### src/rtl/assert_macros.svh
// Assertion helpers for the RTL files; included by key_autorepeat_fsm.sv.
`ifndef ASSERT_MACROS_SVH
`define ASSERT_MACROS_SVH

// Checks a property at every rising clock edge outside reset.
`define KAR_ASSERT(label, prop, msg) \
    label: assert property (@(posedge i_clk) disable iff (!i_rst_n) (prop)) \
        else $error(msg);

// Checks that a condition in one cycle implies another in the next cycle.
`define KAR_ASSERT_NEXT(label, ante, cons, msg) \
    label: assert property (@(posedge i_clk) disable iff (!i_rst_n) \
        (ante) |=> (cons)) else $error(msg);

`endif

### src/rtl/kar_pkg.sv
package kar_pkg;

    localparam int TIME_WIDTH    = 32;
    localparam int CFG_WIDTH     = 32;
    localparam int ELAPSED_WIDTH = 30;
    localparam int CFG_IDX_WIDTH = 2;

    localparam int SUM_WIDTH = ((TIME_WIDTH > ELAPSED_WIDTH) ? TIME_WIDTH : ELAPSED_WIDTH) + 1;
    localparam int CMP_WIDTH = (TIME_WIDTH > CFG_WIDTH) ? TIME_WIDTH : CFG_WIDTH;

    localparam logic [TIME_WIDTH-1:0] TIME_MAX = '1;

    localparam logic [CFG_WIDTH-1:0] FIRST_DELAY_RESET    = CFG_WIDTH'(500000000);
    localparam logic [CFG_WIDTH-1:0] REPEAT_INTERVAL_RESET = CFG_WIDTH'(100000000);
    localparam logic [CFG_WIDTH-1:0] RELEASE_SETTLE_RESET  = CFG_WIDTH'(10000000);

    localparam logic [CFG_IDX_WIDTH-1:0] CFG_FIRST_DELAY     = 2'd0;
    localparam logic [CFG_IDX_WIDTH-1:0] CFG_REPEAT_INTERVAL = 2'd1;
    localparam logic [CFG_IDX_WIDTH-1:0] CFG_RELEASE_SETTLE  = 2'd2;

    typedef enum logic [1:0] {
        PH_RELEASED = 2'd0,
        PH_PRESSED  = 2'd1,
        PH_PENDING  = 2'd2
    } t_phase;

    typedef struct packed {
        logic [CFG_WIDTH-1:0] first_delay;
        logic [CFG_WIDTH-1:0] repeat_interval;
        logic [CFG_WIDTH-1:0] release_settle;
    } t_cfg;

    typedef struct packed {
        t_phase                phase;
        logic [TIME_WIDTH-1:0] held;
        logic                  repeating;
        logic                  long_pressed;
    } t_state;

endpackage

### src/rtl/key_ar_step.sv
module key_ar_step (
    input  kar_pkg::t_cfg                        i_cfg,
    input  kar_pkg::t_state                      i_state,
    input  logic                                 i_key_down,
    input  logic [kar_pkg::ELAPSED_WIDTH-1:0]    i_elapsed_ns,
    output kar_pkg::t_state                      o_state,
    output logic                                 o_report
);

    logic [kar_pkg::SUM_WIDTH-1:0]  sum;
    logic [kar_pkg::TIME_WIDTH-1:0] acc;
    logic [kar_pkg::CMP_WIDTH-1:0]  acc_cmp;
    logic                           hit_interval;
    logic                           hit_first;
    logic                           hit_settle;
    kar_pkg::t_phase                n_phase;

    always_comb begin
        sum = kar_pkg::SUM_WIDTH'(i_state.held) + kar_pkg::SUM_WIDTH'(i_elapsed_ns);
        if (sum > kar_pkg::SUM_WIDTH'(kar_pkg::TIME_MAX)) begin
            acc = kar_pkg::TIME_MAX;
        end else begin
            acc = kar_pkg::TIME_WIDTH'(sum);
        end
        acc_cmp      = kar_pkg::CMP_WIDTH'(acc);
        hit_interval = acc_cmp >= kar_pkg::CMP_WIDTH'(i_cfg.repeat_interval);
        hit_first    = acc_cmp >= kar_pkg::CMP_WIDTH'(i_cfg.first_delay);
        hit_settle   = acc_cmp >= kar_pkg::CMP_WIDTH'(i_cfg.release_settle);
    end

    always_comb begin
        case (i_state.phase)
            kar_pkg::PH_RELEASED: begin
                n_phase = i_key_down ? kar_pkg::PH_PRESSED : kar_pkg::PH_RELEASED;
            end
            kar_pkg::PH_PRESSED: begin
                if (i_key_down) begin
                    n_phase = kar_pkg::PH_PRESSED;
                end else if (!i_state.long_pressed) begin
                    n_phase = kar_pkg::PH_PENDING;
                end else if (hit_settle) begin
                    n_phase = kar_pkg::PH_RELEASED;
                end else begin
                    n_phase = kar_pkg::PH_PRESSED;
                end
            end
            default: begin
                n_phase = kar_pkg::PH_RELEASED;
            end
        endcase
    end

    always_comb begin
        o_state.phase        = n_phase;
        o_state.held         = acc;
        o_state.repeating    = i_state.repeating;
        o_state.long_pressed = i_state.long_pressed;
        o_report             = 1'b0;
        case (i_state.phase)
            kar_pkg::PH_RELEASED: begin
                if (i_key_down) begin
                    o_state.held = '0;
                end
            end
            kar_pkg::PH_PRESSED: begin
                if (i_key_down) begin
                    if (i_state.repeating && hit_interval) begin
                        o_report     = 1'b1;
                        o_state.held = '0;
                    end else if (!i_state.long_pressed && hit_first) begin
                        o_report             = 1'b1;
                        o_state.held         = '0;
                        o_state.repeating    = 1'b1;
                        o_state.long_pressed = 1'b1;
                    end
                end else if (!i_state.long_pressed) begin
                    o_report = 1'b1;
                end else if (hit_settle) begin
                    o_state.held         = '0;
                    o_state.repeating    = 1'b0;
                    o_state.long_pressed = 1'b0;
                end
            end
            default: begin
                o_state.held         = '0;
                o_state.repeating    = 1'b0;
                o_state.long_pressed = 1'b0;
            end
        endcase
    end

endmodule

### src/rtl/key_autorepeat_fsm.sv
// Each accepted tick's result is registered, into the skid entry if the output
// register is full and stalled. One tick per cycle is taken while the skid entry is empty.
// A two-entry output buffer lets one tick be taken while a result waits.
// Synchronous active-low reset returns the key to released, clears the
// time accumulator and loads the default delay, interval and settle times.
`include "assert_macros.svh"

module key_autorepeat_fsm (
    input  logic                                 i_clk,
    input  logic                                 i_rst_n,
    input  logic                                 i_in_valid,
    output logic                                 o_in_stall,
    input  logic                                 i_key_down,
    input  logic [kar_pkg::ELAPSED_WIDTH-1:0]    i_elapsed_ns,
    output logic                                 o_out_valid,
    input  logic                                 i_out_stall,
    output logic                                 o_report,
    output logic [1:0]                           o_phase,
    input  logic                                 i_cfg_valid,
    output logic                                 o_cfg_ready,
    input  logic [kar_pkg::CFG_IDX_WIDTH-1:0]    i_cfg_index,
    input  logic [kar_pkg::CFG_WIDTH-1:0]        i_cfg_data
);

    kar_pkg::t_cfg   r_cfg;
    kar_pkg::t_state r_state;
    kar_pkg::t_state n_state;
    logic            n_report;

    logic            r_out_valid;
    logic            r_out_report;
    kar_pkg::t_phase r_out_phase;
    logic            r_skid_valid;
    logic            r_skid_report;
    kar_pkg::t_phase r_skid_phase;

    logic            accept;
    logic            pop;

    assign o_cfg_ready = 1'b1;
    assign o_in_stall  = r_skid_valid;
    assign accept      = i_in_valid && !r_skid_valid;
    assign pop         = r_out_valid && !i_out_stall;

    key_ar_step u_step (
        .i_cfg        (r_cfg),
        .i_state      (r_state),
        .i_key_down   (i_key_down),
        .i_elapsed_ns (i_elapsed_ns),
        .o_state      (n_state),
        .o_report     (n_report)
    );

    always_ff @(posedge i_clk) begin
        if (!i_rst_n) begin
            r_cfg.first_delay     <= kar_pkg::FIRST_DELAY_RESET;
            r_cfg.repeat_interval <= kar_pkg::REPEAT_INTERVAL_RESET;
            r_cfg.release_settle  <= kar_pkg::RELEASE_SETTLE_RESET;
        end else if (i_cfg_valid) begin
            case (i_cfg_index)
                kar_pkg::CFG_FIRST_DELAY:     r_cfg.first_delay     <= i_cfg_data;
                kar_pkg::CFG_REPEAT_INTERVAL: r_cfg.repeat_interval <= i_cfg_data;
                kar_pkg::CFG_RELEASE_SETTLE:  r_cfg.release_settle  <= i_cfg_data;
                default: begin
                end
            endcase
        end
    end

    always_ff @(posedge i_clk) begin
        if (!i_rst_n) begin
            r_state.phase        <= kar_pkg::PH_RELEASED;
            r_state.held         <= '0;
            r_state.repeating    <= 1'b0;
            r_state.long_pressed <= 1'b0;
        end else if (accept) begin
            r_state <= n_state;
        end
    end

    always_ff @(posedge i_clk) begin
        if (!i_rst_n) begin
            r_out_valid  <= 1'b0;
            r_skid_valid <= 1'b0;
        end else if (r_skid_valid) begin
            if (pop) begin
                r_skid_valid <= 1'b0;
            end
        end else if (!r_out_valid || pop) begin
            r_out_valid <= accept;
        end else if (accept) begin
            r_skid_valid <= 1'b1;
        end
    end

    always_ff @(posedge i_clk) begin
        if (r_skid_valid) begin
            if (pop) begin
                r_out_report <= r_skid_report;
                r_out_phase  <= r_skid_phase;
            end
        end else if (!r_out_valid || pop) begin
            if (accept) begin
                r_out_report <= n_report;
                r_out_phase  <= n_state.phase;
            end
        end else if (accept) begin
            r_skid_report <= n_report;
            r_skid_phase  <= n_state.phase;
        end
    end

    assign o_out_valid = r_out_valid;
    assign o_report    = r_out_report;
    assign o_phase     = 2'(r_out_phase);

    `KAR_ASSERT(a_skid_needs_out, !r_skid_valid || r_out_valid,
        "Skid entry is held while the output register is empty.")
    `KAR_ASSERT_NEXT(a_pending_returns,
        accept && r_state.phase == kar_pkg::PH_PENDING,
        r_state.phase == kar_pkg::PH_RELEASED && r_state.held == '0,
        "Release pending did not return to released.")
    `KAR_ASSERT(a_report_phase,
        !(o_out_valid && o_report) || o_phase == 2'(kar_pkg::PH_PRESSED) ||
        o_phase == 2'(kar_pkg::PH_PENDING),
        "A report came with the key released.")
    `KAR_ASSERT(a_repeat_flags, !r_state.repeating || r_state.long_pressed,
        "Repeating is set without the long-press flag.")

endmodule

### config.mk
export PLATFORM = sky130hd
export DESIGN_NAME = key_autorepeat_fsm
export DESIGN_NICKNAME = d
export VERILOG_FILES = /design/src/rtl/kar_pkg.sv /design/src/rtl/key_ar_step.sv /design/src/rtl/key_autorepeat_fsm.sv
export VERILOG_INCLUDE_DIRS = /design/src /design/src/rtl
export SDC_FILE = /design/constraint.sdc
export NUM_CORES = 1
export LEC_CHECK = 0
export ABC_AREA = 1
export BUFFER_PORTS_ARGS = -buffer_cell sky130_fd_sc_hd__buf_2
export CAP_MARGIN = 20
export CORE_ASPECT_RATIO = 0.75
export CORE_MARGIN = 2
export CORE_UTILIZATION = 55
export DETAILED_ROUTE_END_ITERATION = 10
export MAX_ROUTING_LAYER = met4
export PLACE_DENSITY = 0.74
export SYNTH_ARGS = -nofsm -noshare
export SYNTH_HDL_FRONTEND = slang
export SYNTH_HIERARCHICAL = 1
export SYNTH_SLANG_ARGS = --single-unit
### constraint.sdc
create_clock -name i_clk -period 9.9 [get_ports i_clk]
set_input_delay 0.495 -clock i_clk [delete_from_list [all_inputs] [get_ports i_clk]]
set_output_delay 0.495 -clock i_clk [all_outputs]
set_load 0.01 [all_outputs]
==> results of run 1 <==
## synthesized netlist by cell type (9+ instances only)
library cell	count
sky130_fd_sc_hd__a21oi_1	111
sky130_fd_sc_hd__clkbuf_1	10
sky130_fd_sc_hd__buf_2	26
sky130_fd_sc_hd__inv_2	11
sky130_fd_sc_hd__nor3_1	9
sky130_fd_sc_hd__nand2_2	25
sky130_fd_sc_hd__xnor2_1	9
sky130_fd_sc_hd__o21ai_1	19
sky130_fd_sc_hd__nand3_1	106
sky130_fd_sc_hd__nand2_1	383
sky130_fd_sc_hd__a21oi_2	28
sky130_fd_sc_hd__buf_4	9
sky130_fd_sc_hd__nor2_1	251
sky130_fd_sc_hd__dfxtp_1	134
sky130_fd_sc_hd__nand4_1	16
sky130_fd_sc_hd__inv_1	237
sky130_fd_sc_hd__o21ai_0	52
sky130_fd_sc_hd__ha_1	126
## power by group through the flow
stage	Clock [mW]	Combinational [mW]	Sequential, mW
after CTS	0.640	0.634	0.625
after global routing	0.668	0.732	0.629
after floorplan	0	0.476	0.630
after detailed placement	0	0.627	0.637
after global placement	0	0.613	0.636
final	0.639	0.643	0.625
## cell families (layout without fill, tap and decap cells)
logic type               Yosys count  count (layout)  synth area share [%]
adder cells (fa/ha/maj)          127             127                 14.80
AO/OA/AOI/OAI                    234             234                 12.47
XOR/XNOR                          14              14                 1.137
AND/OR/NAND/NOR                  820             820                 32.86
buffers and inverters            311             363                 12.17
other                              1               2               0.03476
flip-flops                       140             140                 26.54
## path summary, 6_finish.rpt
kind	to	from	slack, ns
hold / removal	r_cfg[54]$_SDFFE_PN1P_	i_cfg_data[22]	0.30
hold reg to reg	r_cfg[7]$_SDFFE_PN1P_	r_cfg[7]$_SDFFE_PN1P_	0.46
setup reg to reg	r_state[30]$_SDFFE_PN0P_	r_state[2]$_SDFFE_PN0P_	5.01
setup / recovery	r_state[30]$_SDFFE_PN0P_	r_state[2]$_SDFFE_PN0P_	5.01
## final cells by class
cell class	instances	area, µm²	share of cell area, %
well taps	253	316.6	2.685
inverters	249	937.1	7.948
clock buffers	17	425.4	3.608
flip-flops and latches	140	2863	24.28
diodes	1	2.502	0.02122
multi-input cells	1196	6623	56.17
clock inverters	15	151.4	1.284
repair buffers	82	473.0	4.011
## sequential cells by signal, summed over array words and instances, names as in the netlist
register	count
o_report	1
r_cfg	96
o_out_valid	1
r_skid_report	1
o_in_stall	1
r_skid_phase	2
o_phase	2
r_state	36
## worst max-delay path: cells and delay by family, from the launching register on
kind	cells	cell delay (ns)
fa+ha+maj	3	0.86
simple gates	13	1.82
compound gates	5	1.10
buf+inv	3	0.59
flops	1	0.37
## through the flow
stage               power, mW  hold slack [ns]
finish                  1.907           0.2974
global route            2.029           0.3105
CTS                     1.899           0.2959
detailed placement      1.264           0.4434
global placement        1.249           0.4407
floorplan               1.106           0.4289
## metal layers
layer  vias to the layer above  global-route usage [%]  wire length (µm)
met5                         -                       -                 0
met4                         0                   6.496               455
met3                        37                   5.065              1953
met2                       309                   43.79             12280
met1                      4579                   39.31             13800
li1                       5316                       -                 -
==> results_tabular.tex, run 1 <==
\begin{tabular}{lr}
\hline
Metric & Value \\
\hline
\multicolumn{2}{l}{\textbf{Yosys}} \\
Main synth FF type & sky130\_fd\_sc\_hd\_\_dfxtp\_1 \\
Syn. warnings & 6 \\
Number of different library cells in the post-synthesis netlist & 47 \\
Leading post-synthesis cells by cell area & sky130\_fd\_sc\_hd\_\_dfxtp\_1 (25\%), sky130\_fd\_sc\_hd\_\_ha\_1 (15\%), sky130\_fd\_sc\_hd\_\_nand2\_1 (13\%), sky130\_fd\_sc\_hd\_\_nor2\_1 (8.7\%), sky130\_fd\_sc\_hd\_\_inv\_1 (8.2\%) \\
EDFF count, synth & 6 \\
Cell type with the largest total area after synthesis & sky130\_fd\_sc\_hd\_\_dfxtp\_1 \\
Part of the Yosys area used for sequential elements & 26.54\% \\
Mapped Nets & 1844 \\
Count of state elements after synthesis & 140 \\
Area share of the leading cell type in the synthesized netlist & 24.87\% \\
Mapped cell area & 0.01079 mm² \\
Mapped Avg Cell Area & 6.550 µm² \\
Async set-reset flop share out of synthesis & 0\% \\
Count of mapped cells out of synthesis & 1647 \\
\multicolumn{2}{l}{\textbf{Detailed routing}} \\
WL final & 28490 µm \\
\# DRC & 0 \\
Antenna violation net count after detailed routing & 0 \\
Routed len/inst & 14.59 µm \\
Initial DRT Pass Iterations & 5 \\
Starting DRT DRC Count & 837 \\
Ratio of routed vias to standard cells & 5.244 \\
Vias post-DR & 10240 \\
\multicolumn{2}{l}{\textbf{Worst setup path}} \\
Data required time at the worst endpoint & 10.22 ns \\
Most Frequent Cell on Critical Path & sky130\_fd\_sc\_hd\_\_nand3\_1 \\
Critical path, cell by cell & ha\_1 > inv\_1 > fa\_1 > inv\_1 > nand2\_1 > o21ai\_2 > a21oi\_1 > o21ai\_1 > nand3\_1 > nand3\_1 > nand3\_4 > ha\_1 > nand2\_1 > nor2\_1 > nand4\_1 > nor2\_1 > nand4\_1 > nand3\_1 > nand3\_1 > nand2\_1 > buf\_4 > a21oi\_2 > o21ai\_0 > nor2\_1 \\
Delay of the slowest cell on the worst path & 0.45 ns \\
Critical Path Fanout Max & 32 \\
Critical path launch point type & register \\
Setup Crit Path Kind & reg2reg \\
Type of destination of the critical path & register \\
Cell count of the worst reg-to-reg path & 24 \\
Master of the slowest instance on the critical path & sky130\_fd\_sc\_hd\_\_buf\_4 \\
Worst endpoint data arrival time & 5.20 ns \\
\multicolumn{2}{l}{\textbf{Place}} \\
Placed inst area & 0.01118 mm² \\
Placer congestion estimate & 0.9833 \\
DPL Wire Length & 21010 µm \\
Worst setup timing slack at the placement stage & 4.880 ns \\
Placed cell count & 1919 \\
Count of input and output buffers & 74 \\
\multicolumn{2}{l}{\textbf{Power and ir drop}} \\
Net load switching power & 717.7 µW \\
Power share of the combinational group & 33.7\% \\
Total internal power & 1.190 mW \\
Portion of total power attributed to the clock network & 33.5\% \\
Flop pwr share & 32.8\% \\
Cell leakage power & 6.306 nW \\
Power density relative to cell area & 161.8 mW/mm² \\
Highest ir drop seen on vdd & 89.93 µV \\
Switching Fraction & 37.62\% \\
\multicolumn{2}{l}{\textbf{Finish}} \\
Area of all placed cells without fillers & 0.01179 mm² \\
Most common cell after layout, fill and taps aside & sky130\_fd\_sc\_hd\_\_nand2\_1 \\
Post-Route Utilization & 61.19\% \\
Share of layout cells above drive strength 1 & 12.18\% \\
Count of placed standard cells in the final layout, fillers left out & 1953 \\
Filler instances & 1827 \\
Final nets & 1883 \\
Relative area change from synthesis to final layout & 9.302\% \\
Most frequent cells in the layout & sky130\_fd\_sc\_hd\_\_nand2\_1 (383), sky130\_fd\_sc\_hd\_\_nor2\_1 (251), sky130\_fd\_sc\_hd\_\_inv\_1 (237) \\
\multicolumn{2}{l}{\textbf{Die}} \\
DIE AREA & 0.02076 mm² \\
\# rows & 44 \\
Die height & 125.3 µm \\
Initial core utilization & 55.99\% \\
Die Wd & 165.7 µm \\
Top Ports & 76 \\
Core outline area & 0.01927 mm² \\
\multicolumn{2}{l}{\textbf{GRT}} \\
Global-route congestion overflow total & 0 \\
Initial antenna violation count & 1 \\
First-pass GRT wire length & 47270 µm \\
Gr usage total & 28.54\% \\
Maximum number of pins on one net before global-route repair & 102 \\
Number of global-route vias before repair & 9418 \\
\multicolumn{2}{l}{\textbf{Clocking}} \\
CTS tree & built \\
Clock insertion delay at the later pin of the skew report & 0.44 ns \\
TritonCTS Buffers & 17 \\
Number of gates given a new drive strength after cts & 0 \\
Clock H-tree levels & 4 \\
Count of clock tree sinks & 140 \\
CTS Buffer Depth & 2 \\
Clk pin slew, worst setup/hold paths & 0.07 ns \\
CTS hold repair buffers & 0 \\
Clk root buf & sky130\_fd\_sc\_hd\_\_clkbuf\_16 \\
Setup repair bufs after CTS & 0 \\
\multicolumn{2}{l}{\textbf{Timing}} \\
Final setup skew & 0.01411 ns \\
Setup slack after layout & 5.013 ns \\
Transition time of the tightest slew-check pin & 1.064 ns \\
Shortest period the worst path allows & 4.887 ns \\
Final max-slew violation count & 0 \\
Setup TNS & 0 ns \\
Maximum frequency from static timing analysis & 0.2046 GHz \\
Final count of hold timing violations & 0 \\
Unrepaired setup endpoints after global routing & no \\
Final cycle utilization of the critical path & 49.37\% \\
Max-slew headroom at the worst pin & 29.08\% \\
Total setup violations reported at the end of the flow & 0 \\
\multicolumn{2}{l}{\textbf{Hold path}} \\
Worst hold path cell count & 3 \\
HP Class & in2reg \\
\multicolumn{2}{l}{\textbf{Job}} \\
Number of maximum-capacitance violations & 0 \\
\multicolumn{2}{l}{\textbf{Run status}} \\
Run status & finished, final reports clean \\
\hline
\end{tabular}
(Power assumes the default switching activity.)
==> run 2: changes to the inputs <==
--- a/config.mk
+++ b/config.mk
@@ -6,7 +6,7 @@
 export SDC_FILE = /design/constraint.sdc
 export NUM_CORES = 1
 export LEC_CHECK = 0
-export ABC_AREA = 1
+export ABC_AREA = 0
 export BUFFER_PORTS_ARGS = -buffer_cell sky130_fd_sc_hd__buf_2
 export CAP_MARGIN = 20
 export CORE_ASPECT_RATIO = 0.75
@@ -14,7 +14,7 @@
 export CORE_UTILIZATION = 55
 export DETAILED_ROUTE_END_ITERATION = 10
 export MAX_ROUTING_LAYER = met4
-export PLACE_DENSITY = 0.74
+export PLACE_DENSITY = 0.77
 export SYNTH_ARGS = -nofsm -noshare
 export SYNTH_HDL_FRONTEND = slang
 export SYNTH_HIERARCHICAL = 1
==> constraint.sdc (replaced) <==
create_clock -name i_clk -period 4.3 [get_ports i_clk]
set_input_delay 0.215 -clock i_clk [delete_from_list [all_inputs] [get_ports i_clk]]
set_output_delay 0.215 -clock i_clk [all_outputs]
set_load 0.01 [all_outputs]
==> run 2 against run 1 <==
Effect of this change:
- the flow now finishes with violations (negative setup slack)
- worst setup slack worse by 5.6 ns
- combinational power rose to 2.7 times the previous value
- flip-flop and latch count unchanged
- die area down 11%
==> results_tabular.tex, run 2 <==
\begin{tabular}{lr}
\hline
Metric & Value \\
\hline
\multicolumn{2}{l}{\textbf{Run status}} \\
Run status & complete, but fails checks \\
Violated checks & negative setup slack \\
\multicolumn{2}{l}{\textbf{Die}} \\
Core outline area & 0.01688 mm² (-12\%) \\
DIE AREA & 0.01838 mm² (-11\%) \\
Die Wd & 155.9 µm (-5.9\%) \\
Top Ports & 76 (unchanged) \\
Die height & 117.9 µm (-5.9\%) \\
\# rows & 41 (-6.8\%) \\
Initial core utilization & 56.39\% (+0.41 points) \\
\multicolumn{2}{l}{\textbf{Clocking}} \\
Clock insertion delay at the later pin of the skew report & 0.43 ns (about the same) \\
CTS Buffer Depth & 2 (unchanged) \\
CTS tree & built \\
Clk pin slew, worst setup/hold paths & 0.06 ns (about the same) \\
TritonCTS Buffers & 17 (unchanged) \\
Clk root buf & sky130\_fd\_sc\_hd\_\_clkbuf\_16 \\
Count of clock tree sinks & 140 (unchanged) \\
Clock H-tree levels & 4 (unchanged) \\
\multicolumn{2}{l}{\textbf{Timing}} \\
Max-slew headroom at the worst pin & 41.30\% (+12 points) \\
Setup TNS & -18.55 ns (-18.55 ns) \\
Transition time of the tightest slew-check pin & 0.8804 ns (-0.1834 ns) \\
Final cycle utilization of the critical path & 113.5\% (+64 points) \\
Total setup violations reported at the end of the flow & 39 (+39) \\
Final setup skew & 0.01369 ns (-0.0004259 ns) \\
Setup slack after layout & -0.5799 ns (-5.592 ns) \\
Shortest period the worst path allows & 4.880 ns (-0.007576 ns) \\
Maximum frequency from static timing analysis & 0.2049 GHz (+0.15\%) \\
Unrepaired setup endpoints after global routing & yes \\
Final max-slew violation count & 0 (unchanged) \\
Final count of hold timing violations & 0 (unchanged) \\
\multicolumn{2}{l}{\textbf{Detailed routing}} \\
Ratio of routed vias to standard cells & 5.887 (+12\%) \\
Starting DRT DRC Count & 878 (+4.9\%) \\
Vias post-DR & 9637 (-5.9\%) \\
Initial DRT Pass Iterations & 6 (+1) \\
Routed len/inst & 17.87 µm (+22\%) \\
Antenna violation net count after detailed routing & 0 (unchanged) \\
WL final & 29250 µm (+2.7\%) \\
\# DRC & 0 (unchanged) \\
\multicolumn{2}{l}{\textbf{Yosys}} \\
Count of state elements after synthesis & 140 (unchanged) \\
Main synth FF type & sky130\_fd\_sc\_hd\_\_dfxtp\_1 \\
Mapped Avg Cell Area & 7.795 µm² (+19\%) \\
Area share of the leading cell type in the synthesized netlist & 28.18\% (+3.3 points) \\
Cell type with the largest total area after synthesis & sky130\_fd\_sc\_hd\_\_dfxtp\_1 \\
Post-synth top cells & sky130\_fd\_sc\_hd\_\_nand2\_1 (214), sky130\_fd\_sc\_hd\_\_dfxtp\_1 (134), sky130\_fd\_sc\_hd\_\_ha\_1 (126) \\
Mapped cell area & 0.009518 mm² (-12\%) \\
Part of the Yosys area used for sequential elements & 30.08\% (+3.5 points) \\
Most used standard cell by instance count after synthesis & sky130\_fd\_sc\_hd\_\_nand2\_1 \\
Async set-reset flop share out of synthesis & 0\% (unchanged) \\
Leading post-synthesis cells by cell area & sky130\_fd\_sc\_hd\_\_dfxtp\_1 (28\%), sky130\_fd\_sc\_hd\_\_ha\_1 (17\%), sky130\_fd\_sc\_hd\_\_nand2\_1 (8.4\%), sky130\_fd\_sc\_hd\_\_nand3\_1 (6.2\%), sky130\_fd\_sc\_hd\_\_o21ai\_0 (4.2\%) \\
Number of different library cells in the post-synthesis netlist & 68 (+45\%) \\
Mapped Nets & 1418 (-23\%) \\
Syn. warnings & 6 (unchanged) \\
Count of mapped cells out of synthesis & 1221 (-26\%) \\
EDFF count, synth & 6 (unchanged) \\
\multicolumn{2}{l}{\textbf{GRT}} \\
Initial antenna violation count & 0 (-1) \\
Gr usage total & 31.37\% (+2.8 points) \\
Maximum number of pins on one net before global-route repair & 86 (-16\%) \\
First-pass GRT wire length & 44880 µm (-5.0\%) \\
Global-route congestion overflow total & 0 (unchanged) \\
Number of global-route vias before repair & 9054 (-3.9\%) \\
\multicolumn{2}{l}{\textbf{Worst setup path}} \\
Type of destination of the critical path & register \\
Delay of the slowest cell on the worst path & 0.43 ns (-0.02 ns) \\
Critical path launch point type & register \\
Critical Path Fanout Max & 16 (-50\%) \\
Setup Crit Path Kind & reg2reg \\
Worst endpoint data arrival time & 5.23 ns (+0.03 ns) \\
Critical path, cell by cell & ha\_4 > a21o\_1 > or2\_0 > a2111oi\_2 > a21oi\_2 > a221o\_1 > a31oi\_2 > xor2\_2 > nand2\_2 > ha\_4 > a21o\_1 > a21o\_1 > a21oi\_2 > o211ai\_1 > a221o\_1 > a211oi\_4 > o21bai\_4 > buf\_12 > nor3b\_2 > nand2\_1 > a21boi\_1 \\
Most Frequent Cell on Critical Path & sky130\_fd\_sc\_hd\_\_a21o\_1 \\
Master of the slowest instance on the critical path & sky130\_fd\_sc\_hd\_\_a221o\_1 \\
Data required time at the worst endpoint & 4.65 ns (-5.57 ns) \\
\multicolumn{2}{l}{\textbf{Hold path}} \\
HP Class & in2reg \\
\multicolumn{2}{l}{\textbf{Place}} \\
DPL Wire Length & 19930 µm (-5.2\%) \\
Placer congestion estimate & 0.9563 (-2.7\%) \\
Placed inst area & 0.01104 mm² (-1.3\%) \\
Count of input and output buffers & 74 (unchanged) \\
\multicolumn{2}{l}{\textbf{Finish}} \\
Ant diodes & 0 (-1) \\
Max FFs per register & 96 (unchanged) \\
Share of layout cells above drive strength 1 & 26.51\% (+14 points) \\
Largest registers in the final layout & r\_cfg: 96 flops, r\_state: 36 flops \\
Area of all placed cells without fillers & 0.01226 mm² (+4.0\%) \\
Top reg by flops & r\_cfg \\
Final nets & 1607 (-15\%) \\
Most frequent cells in the layout & sky130\_fd\_sc\_hd\_\_nand2\_1 (211), sky130\_fd\_sc\_hd\_\_buf\_4 (153), sky130\_fd\_sc\_hd\_\_dfxtp\_1 (132) \\
Most common cell after layout, fill and taps aside & sky130\_fd\_sc\_hd\_\_nand2\_1 \\
Relative area change from synthesis to final layout & 28.80\% \\
\multicolumn{2}{l}{\textbf{Job}} \\
Number of maximum-capacitance violations & 0 (unchanged) \\
\multicolumn{2}{l}{\textbf{Power and ir drop}} \\
Highest ir drop seen on vdd & 259.3 µV (+190\%) \\
Power density relative to cell area & 384.2 mW/mm² (+140\%) \\
Cell leakage power & 5.840 nW (-7.4\%) \\
\hline
\end{tabular}
run 2: cell families after synthesis:
logic type,Yosys count,synth area share (%)
simple gates,464,23.08
compound gates,298,20.42
buf+inv,165,7.138
flops,140,30.08
fa+ha+maj,127,16.77
xor+xnor,23,2.116
mux,3,0.3549
other cells,1,0.03940
run 2: area by class of cell:
cell class,count,area [µm²]
fill,1269,4618
multi-input combinational,916,6489
clock buffer,20,446.7
clock inverter,11,170.2
inverter,102,382.9
timing repair buffer,233,1637
tap,215,269.0
sequential,140,2865
run 2: routing by layer:
metal / vias up / global-route usage (%) / wire [µm]
li1: 4628 / - / -
met1: 4504 / 40.92 / 12740
met2: 429 / 47.73 / 13280
met3: 76 / 7.069 / 2420
met4: 0 / 11.41 / 807
met5: - / - / 0
run 2: final timing paths:
check / depth (start not counted) / start / slack, ns / end
worst min register to register: 2 / r_cfg[22]$_SDFFE_PN0P_ / 0.45 / r_cfg[22]$_SDFFE_PN0P_
worst max register to register: 21 / r_state[18]$_SDFFE_PN0P_ / -0.58 / r_state[8]$_SDFFE_PN0P_
worst max-delay path: 21 / r_state[18]$_SDFFE_PN0P_ / -0.58 / r_state[8]$_SDFFE_PN0P_
worst min-delay path: 3 / i_cfg_data[27] / 0.01 / r_cfg[91]$_SDFFE_PN1P_
run 2: stage by stage:
stage | std cells | util (%) | hold slack, ns | setup WS (ns) | total power, mW
2_1_floorplan | 1221 | - | 0.3390 | -0.1340 | 2.318
3_3_place_gp | 1591 | 65.42 | 0.4382 | -0.6540 | 2.863
3_5_place_dp | 1591 | 65.42 | 0.4434 | -0.7289 | 2.907
4_1_cts | 1631 | 70.30 | 0.005802 | -0.4716 | 4.541
5_1_grt | 1637 | 72.64 | 0.02162 | -0.7330 | 4.921
6_report | 1637 | 72.64 | 0.01358 | -0.5799 | 4.710
run 2: critical path: cells and delay by family, from the launching register on:
kind / cells / cell delay (ns)
AO/OA/AOI/OAI: 13 / 2.88
AND/OR/NAND/NOR: 4 / 0.66
adder cells (fa/ha/maj): 2 / 0.44
flip-flops: 1 / 0.36
XOR/XNOR: 1 / 0.25
buffers and inverters: 1 / 0.19
run 2: where the power goes:
| group | leakage, nW | switching (mW) | internal (mW) |
|---|---|---|---|
| combinational | 4.40 | 0.911 | 0.806 |
| clock | 0.292 | 0.588 | 0.982 |
| sequential | 1.15 | 0.0461 | 1.38 |
| total | 5.84 | 1.55 | 3.16 |
run 2: what timing repair did:
action,in CTS,in global routing
hold buffers,0,0
cloned,0,2
buffers inserted,10,4
setup endpoints to repair,39,39
pin swaps,17,35
gates resized for setup,49,82
